<file path="src/hdl/fmc_pkg.sv">
// Shared constants, codes and control/status types of the mutex coordinator.
package fmc_pkg;

    localparam int QUEUE_DEPTH   = 64;
    localparam int COUNT_ENTRIES = 1024;

    localparam int ID_W    = 16;
    localparam int PORT_W  = 10;
    localparam int CNT_W   = 32;
    localparam int KIND_W  = 2;
    localparam int LEVEL_W = 7;

    localparam int QAW   = $clog2(QUEUE_DEPTH);
    localparam int LVL_W = $clog2(QUEUE_DEPTH + 1);
    localparam int CAW   = $clog2(COUNT_ENTRIES);
    localparam int QW    = ID_W + PORT_W;

    localparam logic [ID_W:0] CNT_LIM = (ID_W + 1)'(COUNT_ENTRIES);

    typedef enum logic [1:0] {
        REQ_ENQ  = 2'd0,
        REQ_REL  = 2'd1,
        REQ_PASS = 2'd2,
        REQ_READ = 2'd3
    } t_req;

    typedef enum logic [KIND_W-1:0] {
        KIND_NONE  = 2'd0,
        KIND_GRANT = 2'd1,
        KIND_COUNT = 2'd2,
        KIND_DROP  = 2'd3
    } t_kind;

    typedef struct packed {
        logic  load;
        logic  enq;
        logic  q_rd;
        logic  deq;
        logic  cnt_rd;
        logic  cnt_src;
        logic  cnt_wr;
        logic  clr;
        logic  release_res;
        logic  emit;
        t_kind kind;
    } t_cmd;

    typedef struct packed {
        t_req req;
        logic q_full;
        logic can_grant;
        logic clr_last;
    } t_stat;

endpackage

</file>
<file path="src/hdl/fmc_ctrl.sv">
// Sequencing state machine of the mutex coordinator.
module fmc_ctrl
    import fmc_pkg::*;
(
    input  logic  i_clk,
    input  logic  i_rst_n,
    input  logic  i_start,
    input  t_stat i_stat,
    output t_cmd  o_cmd,
    output logic  o_busy,
    output logic  o_done
);

    typedef enum logic [2:0] {
        S_CLEAR,
        S_IDLE,
        S_EXEC,
        S_QWAIT,
        S_CWAIT
    } t_state;

    t_state r_state;
    logic   r_busy;
    logic   r_done;
    t_cmd   cmd;

    always_comb begin
        cmd      = '0;
        cmd.kind = KIND_NONE;
        unique case (r_state)
            S_CLEAR: begin
                cmd.clr = 1'b1;
            end
            S_IDLE: begin
                cmd.load = i_start;
            end
            S_EXEC: begin
                unique case (i_stat.req)
                    REQ_ENQ: begin
                        cmd.emit = 1'b1;
                        if (i_stat.q_full) begin
                            cmd.kind = KIND_DROP;
                        end else begin
                            cmd.enq = 1'b1;
                        end
                    end
                    REQ_REL: begin
                        cmd.release_res = 1'b1;
                        cmd.emit        = 1'b1;
                    end
                    REQ_PASS: begin
                        if (i_stat.can_grant) begin
                            cmd.q_rd = 1'b1;
                        end else begin
                            cmd.emit = 1'b1;
                        end
                    end
                    REQ_READ: begin
                        cmd.cnt_rd = 1'b1;
                    end
                    default: begin
                        cmd.emit = 1'b1;
                    end
                endcase
            end
            S_QWAIT: begin
                cmd.deq     = 1'b1;
                cmd.cnt_rd  = 1'b1;
                cmd.cnt_src = 1'b1;
            end
            S_CWAIT: begin
                cmd.emit = 1'b1;
                if (i_stat.req == REQ_PASS) begin
                    cmd.kind   = KIND_GRANT;
                    cmd.cnt_wr = 1'b1;
                end else begin
                    cmd.kind = KIND_COUNT;
                end
            end
            default: begin
                cmd = '0;
            end
        endcase
    end

    always_ff @(posedge i_clk) begin
        if (!i_rst_n) begin
            r_state <= S_CLEAR;
            r_busy  <= 1'b1;
            r_done  <= 1'b0;
        end else begin
            r_done <= cmd.emit;
            unique case (r_state)
                S_CLEAR: begin
                    if (i_stat.clr_last) begin
                        r_state <= S_IDLE;
                        r_busy  <= 1'b0;
                    end
                end
                S_IDLE: begin
                    if (i_start) begin
                        r_state <= S_EXEC;
                        r_busy  <= 1'b1;
                    end
                end
                S_EXEC: begin
                    if (i_stat.req == REQ_PASS && i_stat.can_grant) begin
                        r_state <= S_QWAIT;
                    end else if (i_stat.req == REQ_READ) begin
                        r_state <= S_CWAIT;
                    end else begin
                        r_state <= S_IDLE;
                        r_busy  <= 1'b0;
                    end
                end
                S_QWAIT: begin
                    r_state <= S_CWAIT;
                end
                S_CWAIT: begin
                    r_state <= S_IDLE;
                    r_busy  <= 1'b0;
                end
                default: begin
                    r_state <= S_CLEAR;
                    r_busy  <= 1'b1;
                end
            endcase
        end
    end

    assign o_cmd  = cmd;
    assign o_busy = r_busy;
    assign o_done = r_done;

endmodule

</file>
<file path="config.mk">
export PLATFORM = sky130hd
export DESIGN_NAME = fmc_ctrl
export DESIGN_NICKNAME = d
export VERILOG_FILES = /design/src/hdl/fmc_pkg.sv /design/src/hdl/fmc_ctrl.sv
export SDC_FILE = /design/constraint.sdc
export NUM_CORES = 1
export LEC_CHECK = 0
export BUFFER_PORTS_ARGS = -buffer_cell sky130_fd_sc_hd__buf_2
export CAP_MARGIN = 5
export CORE_AREA = 8 8 45 47
export CTS_BUF_LIST = sky130_fd_sc_hd__clkbuf_4 sky130_fd_sc_hd__clkbuf_8
export DETAILED_ROUTE_END_ITERATION = 16
export DIE_AREA = 0 0 53 55
export SYNTH_ARGS = -nofsm -noshare
export SYNTH_HDL_FRONTEND = slang
export SYNTH_SLANG_ARGS = --single-unit
</file>
<file path="constraint.sdc">
create_clock -name i_clk -period 1 [get_ports i_clk]
set_input_delay 0.1 -clock i_clk [delete_from_list [all_inputs] [get_ports i_clk]]
set_output_delay 0.1 -clock i_clk [all_outputs]
set_load 0.1 [all_outputs]
</file>
==> out/results.tsv, run 1 <==
stage	metric	value	unit
outcome	status	complete, but fails checks	
outcome	violations	setup timing	
synthesis	synth_top_cell_by_area	dfxtp_1	
place	dp_hpwl	1354	um
synthesis	avgSynthCellArea	7.532	sq um
place	gp_congestion	0.8523	
detailed_routing	firstDrtPassIters	4	
floorplan	std_cell_rows	14	
floorplan	dieHeight	55	um
detailed_routing	vias	591	
synthesis	async_flop_share	0	%
clock_tree	path_clk_slew	0.05	ns
floorplan	ios	22	
synthesis	synthTopCellsByCount	dfxtp_1, nor2_1, nor2b_1, nor3b_1	
clock_tree	insertion_delay	0.25	ns
detailed_routing	wl_per_cell	18.36	um
clock_tree	cts_max_level	1	
detailed_routing	drt-met1-wl	845	um
critical_path	arrival	1.37	ns
cells_and_area	stdcell_count	115	
detailed_routing	avgViaCountPerCell	5.139	
detailed_routing	drt-initial-drc-count	24	
synthesis	seq_area_frac_synth	26.06	%
global_route	track_usage	15.12	%
run	max_cap_violations	0	
detailed_routing	drc	0	
place	dpl-instance-area	1005	sq um
global_route	grt_start_max_net_pins	10	
global_route	gr-total-overflow	0	
clock_tree	cts_buffers	3	
detailed_routing	ant_nets	0	
power_and_ir_drop	power_density	886.6	nW/um^2
synthesis	synthTopCellsByArea	dfxtp_1, nor3b_1, nor2b_1, nor4_1, a21oi_1	
floorplan	initial_utilization	27.76	%
floorplan	dieArea	2915	sq um
critical_path	worstSetupEndpointType	primary output	
cells_and_area	fin_nets	108	
synthesis	syn-cell-area	384.1	sq um
timing	period_minus_slack	1.469	ns
cells_and_area	final_area	1170	sq um
synthesis	synth_enable_flop_cells	0	
global_route	antenna_found_initial	0	
clock_tree	clockRootBuffer	clkbuf_4	
cells_and_area	seq_area	116.4	sq um
timing	fmax	680.9	MHz
critical_path	start_kind	flip-flop	
cells_and_area	multi_input_area	442.9	sq um
global_route	grt_pass1_wl	3139	um
detailed_routing	dr_wl_met3	111	um
synthesis	synth_nets	59	
timing	setup_viol	17	
synthesis	synthDistinctLibCells	26	
timing	period_share	146.9	%
synthesis	ys.flop_type	dfxtp_1	
timing	worst_slew_pin_slew	0.4337	ns
cells_and_area	antennaDiodeCount	0	
critical_path	path_class	flip-flop to primary output	
cells_and_area	drive_above_1_share	86.87	%
clock_tree	cts_sinks	5	
clock_tree	clock_path_buffers	2	
detailed_routing	routed.top_layer	met4	
critical_path	path_max_fanout	5	
synthesis	yosysMostFrequentCell	dfxtp_1	
power_and_ir_drop	max-vdd-ir-drop	0.6375	mV
timing	max_slew_margin	70.78	%
place	dp_cells	104	
timing	hold_viol	0	
cells_and_area	syn_to_final_growth	204.6	%
floorplan	coreArea	1384	sq um
global_route	grt_pass1_vias	678	
place	pre_cts_ws	-0.2581	ns
worst_hold_path	hold_class	primary input to flip-flop	
timing	worst_slack	-0.4686	ns
clock_tree	cts_tree	built	
synthesis	synth_warnings	0	
power_and_ir_drop	p_leak	0.0004871	uW
detailed_routing	route.met2.wl	1127	um
timing	finalMaxSlewViolations	0	
timing	fin_skew	0.005085	ns
floorplan	die_x	53	um
timing	rsz0062_at_grt	yes	
synthesis	syn-instance-count	51	
synthesis	yosys.area.top_type_share	26.06	%
synthesis	ys_seq_elements	5	
critical_path	required	0.90	ns
timing	tns	-5.879	ns
cells_and_area	fill_cells	65	
detailed_routing	drt_wl_total	2111	um
place	numPortBuffers	21	
[flip-flops by register name, indices dropped and copies added (netlist names)]
register / count
o_busy: 1
o_done: 1
r_state: 3
[path summary, 6_finish.rpt]
path,from,endpoint,slack [ns],depth (start not counted)
worst min-delay path,i_rst_n,o_busy$_SDFFE_PN1P_,0.15,2
worst max register to register,r_state[1]$_SDFFE_PN0P_,o_busy$_SDFFE_PN1P_,-0.25,4
worst max-delay path,r_state[2]$_SDFFE_PN0P_,o_cmd[0],-0.47,4
worst min register to register,o_busy$_SDFFE_PN1P_,o_busy$_SDFFE_PN1P_,0.59,2
[report_power, final]
part           total, uW  switching, uW  internal [uW]
combinational        519            294            225
clock                284            104            179
sequential           234           23.1            211
total               1040            421            616
[layer usage]
metal  up-vias  global-route usage, %
li1        281                      -
met1       285                  14.39
met2        23                  27.93
met3         2                  4.011
met4         0                  10.34
met5         -                      0
[critical path, cell delays in order, from the launching register on]
cell and delay, ns:
dfxtp_4 0.36, and4bb_2 0.34, a21oi_2 0.07, nor3_4 0.15, buf_12 0.20
[stage by stage]
step           power, uW  utilization [%]  hold slack [ns]
2_1_floorplan      509.9                -           0.2014
3_3_place_gp       692.0            72.60           0.3604
3_5_place_dp       698.8            72.60           0.3783
4_1_cts             1031            82.37           0.1161
5_1_grt             1082            84.54           0.1543
6_report            1037            84.54           0.1541
[logic make-up after synthesis]
| logic type | count (synthesis) | share of synthesized area, % |
|---|---|---|
| AOI/OAI and AO/OA | 11 | 19.87 |
| DFF | 5 | 26.06 |
| buffers and inverters | 6 | 8.469 |
| and+or+nand+nor | 29 | 45.60 |
[final cells by class]
| class | instances | area share [%] |
|---|---|---|
| timing repair buffer | 48 | 47.27 |
| multi-input combinational | 40 | 37.86 |
| sequential | 5 | 9.947 |
| clock buffer | 4 | 2.567 |
| tap | 16 | 1.711 |
| inverter | 2 | 0.6417 |
[what timing repair did]
action	CTS	global route
setup buffers	7	3
pin swaps	6	6
setup endpoints to repair	17	17
gates resized for setup	18	4
hold buffers	0	0
[cells in the final DEF (no fill, tap or decap), drive strengths merged]
master and count:
buf 48, dfxtp 5, nor2 4, clkbuf 4
nor2b 4, a21oi 4, nor3b 4, nor3 3
nand2 3, nor4 3, inv 2, and2 2
nand2b 2, o21ai 1, and4bb 1, a22oi 1
o2bb2ai 1, or3b 1, a211oi 1, a31oi 1
or3 1, o21a 1, nand3 1, o311a 1
Note: power is estimated with default switching activity, not from simulation.
==> run 2, diff against run 1 <==
--- a/config.mk
+++ b/config.mk
@@ -11,6 +11,7 @@
 export CTS_BUF_LIST = sky130_fd_sc_hd__clkbuf_4 sky130_fd_sc_hd__clkbuf_8
 export DETAILED_ROUTE_END_ITERATION = 16
 export DIE_AREA = 0 0 53 55
+export SKIP_LAST_GASP = 1
 export SYNTH_ARGS = -nofsm -noshare
 export SYNTH_HDL_FRONTEND = slang
 export SYNTH_SLANG_ARGS = --single-unit
==> run 2 against run 1 <==
Net effect:
- sequential share of layout area unchanged
- the flow still finishes with violations (setup timing)
- design area unchanged
- worst hold slack got worse by 0.024 ns
- count of clock-buffer cells in the layout unchanged
- global-route usage increased by 0.27 points
- non-clock buffer count unchanged
- largest power group unchanged
- maximum frequency decreased by 1.5%
==> out/results.tsv, run 2 (same netlist as run 1, synthesis figures left out) <==
stage	metric	value	unit	change
outcome	status	complete, but fails checks		
outcome	violations	setup timing		
critical_path	r2r_cells	4		unchanged
run	max_cap_violations	0		unchanged
power_and_ir_drop	pwr-share-seq	22.3	%	-0.3 points
floorplan	dieHeight	55	um	unchanged
timing	max_slew_margin	70.83	%	about the same
floorplan	std_cell_rows	14		unchanged
floorplan	coreArea	1384	sq um	unchanged
power_and_ir_drop	power_density	902.6	nW/um^2	+1.8%
timing	setup_viol	17		unchanged
place	gp_congestion	0.8523		unchanged
cells_and_area	syn_to_final_growth	204.6	%	unchanged
power_and_ir_drop	pwr-share-clk	28.4	%	+1.0 points
critical_path	start_kind	flip-flop		
clock_tree	clockRootBuffer	clkbuf_4		
floorplan	ios	22		unchanged
timing	rsz0062_at_grt	yes		
critical_path	critical_path.max_stage_delay	0.39	ns	+0.03 ns
cells_and_area	multi_input_area	442.9	sq um	unchanged
detailed_routing	drc	0		unchanged
clock_tree	insertion_delay	0.26	ns	about the same
critical_path	crit_family	flip-flops		
cells_and_area	seq_area	116.4	sq um	unchanged
cells_and_area	largest_reg_flops	3		unchanged
detailed_routing	avgViaCountPerCell	5.252		+2.2%
cells_and_area	final_cell_mix	buf_4, buf_12, buf_2		
power_and_ir_drop	switchingPower	438.5	uW	+4.1%
clock_tree	path_clk_slew	0.06	ns	about the same
clock_tree	cts_max_level	1		unchanged
power_and_ir_drop	p_int	617.4	uW	+0.24%
clock_tree	clock_path_buffers	2		unchanged
critical_path	crit_slowest_cell	dfxtp_4		
floorplan	initial_utilization	27.76	%	unchanged
detailed_routing	drt-initial-drc-count	9		-63%
power_and_ir_drop	switching_share	41.53	%	+0.92 points
clock_tree	cts_sinks	5		unchanged
clock_tree	cts_tree	built		
place	pre_cts_ws	-0.2581	ns	unchanged
timing	worst_slack	-0.4907	ns	-0.02216 ns
timing	worst_slew_pin_slew	0.4329	ns	-0.0008167 ns
timing	period_share	149.1	%	+2.2 points
place	dp_hpwl	1354	um	unchanged
critical_path	worstSetupEndpointType	primary output		
place	dp_cells	104		unchanged
critical_path	cp.buffers_inverters	2		+1
critical_path	path_cells	nor2b_2 > buf_4 > nor2b_4 > buf_12		
worst_hold_path	whs_path_depth	2		unchanged
global_route	grt_pass1_vias	685		+1.0%
global_route	grt_start_max_net_pins	10		unchanged
global_route	gr-total-overflow	0		unchanged
timing	holdWs	0.1298	ns	-0.02423 ns
detailed_routing	firstDrtPassIters	4		unchanged
detailed_routing	drt_wl_total	2122	um	+0.52%
timing	finalMaxSlewViolations	0		unchanged
detailed_routing	vias	604		+2.2%
critical_path	arrival	1.39	ns	+0.02 ns
critical_path	critical_path_depth	4		unchanged
cells_and_area	stdcell_count	115		unchanged
power_and_ir_drop	comb_power_share	49.3	%	-0.7 points
cells_and_area	final_util	84.54	%	unchanged
cells_and_area	top_register	r_state		
global_route	antenna_found_initial	0		unchanged
floorplan	die_x	53	um	unchanged
cells_and_area	final_area	1170	sq um	unchanged
detailed_routing	ant_nets	0		unchanged
place	dpl-instance-area	1005	sq um	unchanged
critical_path	path_class	flip-flop to primary output		
power_and_ir_drop	max-vdd-ir-drop	0.5777	mV	-9.4%
timing	hold_viol	0		unchanged
cells_and_area	fin_nets	108		unchanged
global_route	track_usage	15.39	%	+0.27 points
detailed_routing	wl_per_cell	18.45	um	+0.52%
cells_and_area	fill_cells	66		+1.5%
cells_and_area	antennaDiodeCount	0		unchanged
power_and_ir_drop	p_leak	0.0004865	uW	-0.14%
critical_path	path_max_fanout	5		unchanged
timing	fmax	670.8	MHz	-1.5%
cells_and_area	drive_above_1_share	86.87	%	unchanged
timing	period_minus_slack	1.491	ns	+0.02216 ns
floorplan	dieArea	2915	sq um	unchanged
place	numPortBuffers	21		unchanged
timing	fin_skew	0.006292	ns	+0.001208 ns
worst_hold_path	hold_class	primary input to flip-flop		
critical_path	required	0.90	ns	about the same
cells_and_area	final_common_cell	buf_4		
clock_tree	cts_buffers	3		unchanged
global_route	grt_pass1_wl	3201	um	+2.0%
[run 2: cell counts in the layout (fill, tap and decap cells not counted)]
Identical to the previous run, type by type.
[run 2: layout make-up]
class	count	share of cell area (%)
timing repair buffer	48	47.27
multi-input combinational	40	37.86
sequential	5	9.947
clock buffer	4	2.567
tap	16	1.711
inverter	2	0.6417
[run 2: final timing paths]
check	startpoint	to	slack, ns
hold reg to reg	o_busy$_SDFFE_PN1P_	o_busy$_SDFFE_PN1P_	0.62
setup reg to reg	r_state[0]$_SDFFE_PN0P_	o_busy$_SDFFE_PN1P_	-0.25
setup / recovery	r_state[1]$_SDFFE_PN0P_	o_cmd[7]	-0.49
hold / removal	i_rst_n	r_state[0]$_SDFFE_PN0P_	0.13
[run 2: power groups by stage]
stage	combinational, uW	sequential, uW	clock [uW]
floorplan	226	284	0
global placement	452	240	0
detailed placement	458	241	0
CTS	499	236	293
global route	539	237	324
finish	521	235	300
[run 2: timing repair]
action / in CTS / in global routing
resized for setup: 16 / 6
hold buffers: 0 / 0
endpoints found under the setup margin: 17 / 17
pin swaps: 6 / 10
buffers inserted: 7 / 3
[run 2: metrics by stage]
step / power (uW) / TNS [ns]
after floorplan: 509.9 / -5.975
after global placement: 692.0 / -2.093
after detailed placement: 698.8 / -2.723
after CTS: 1028 / -5.634
after global routing: 1100 / -6.797
final: 1056 / -6.132
[run 2: layer usage]
| metal | up-vias | part of all wire, % | global-route usage (%) |
|---|---|---|---|
| li1 | 279 | - | - |
| met1 | 302 | 40 | 14.55 |
| met2 | 19 | 53 | 28.71 |
| met3 | 4 | 5.1 | 4.011 |
| met4 | 0 | 1.8 | 10.34 |
| met5 | - | 0 | 0 |
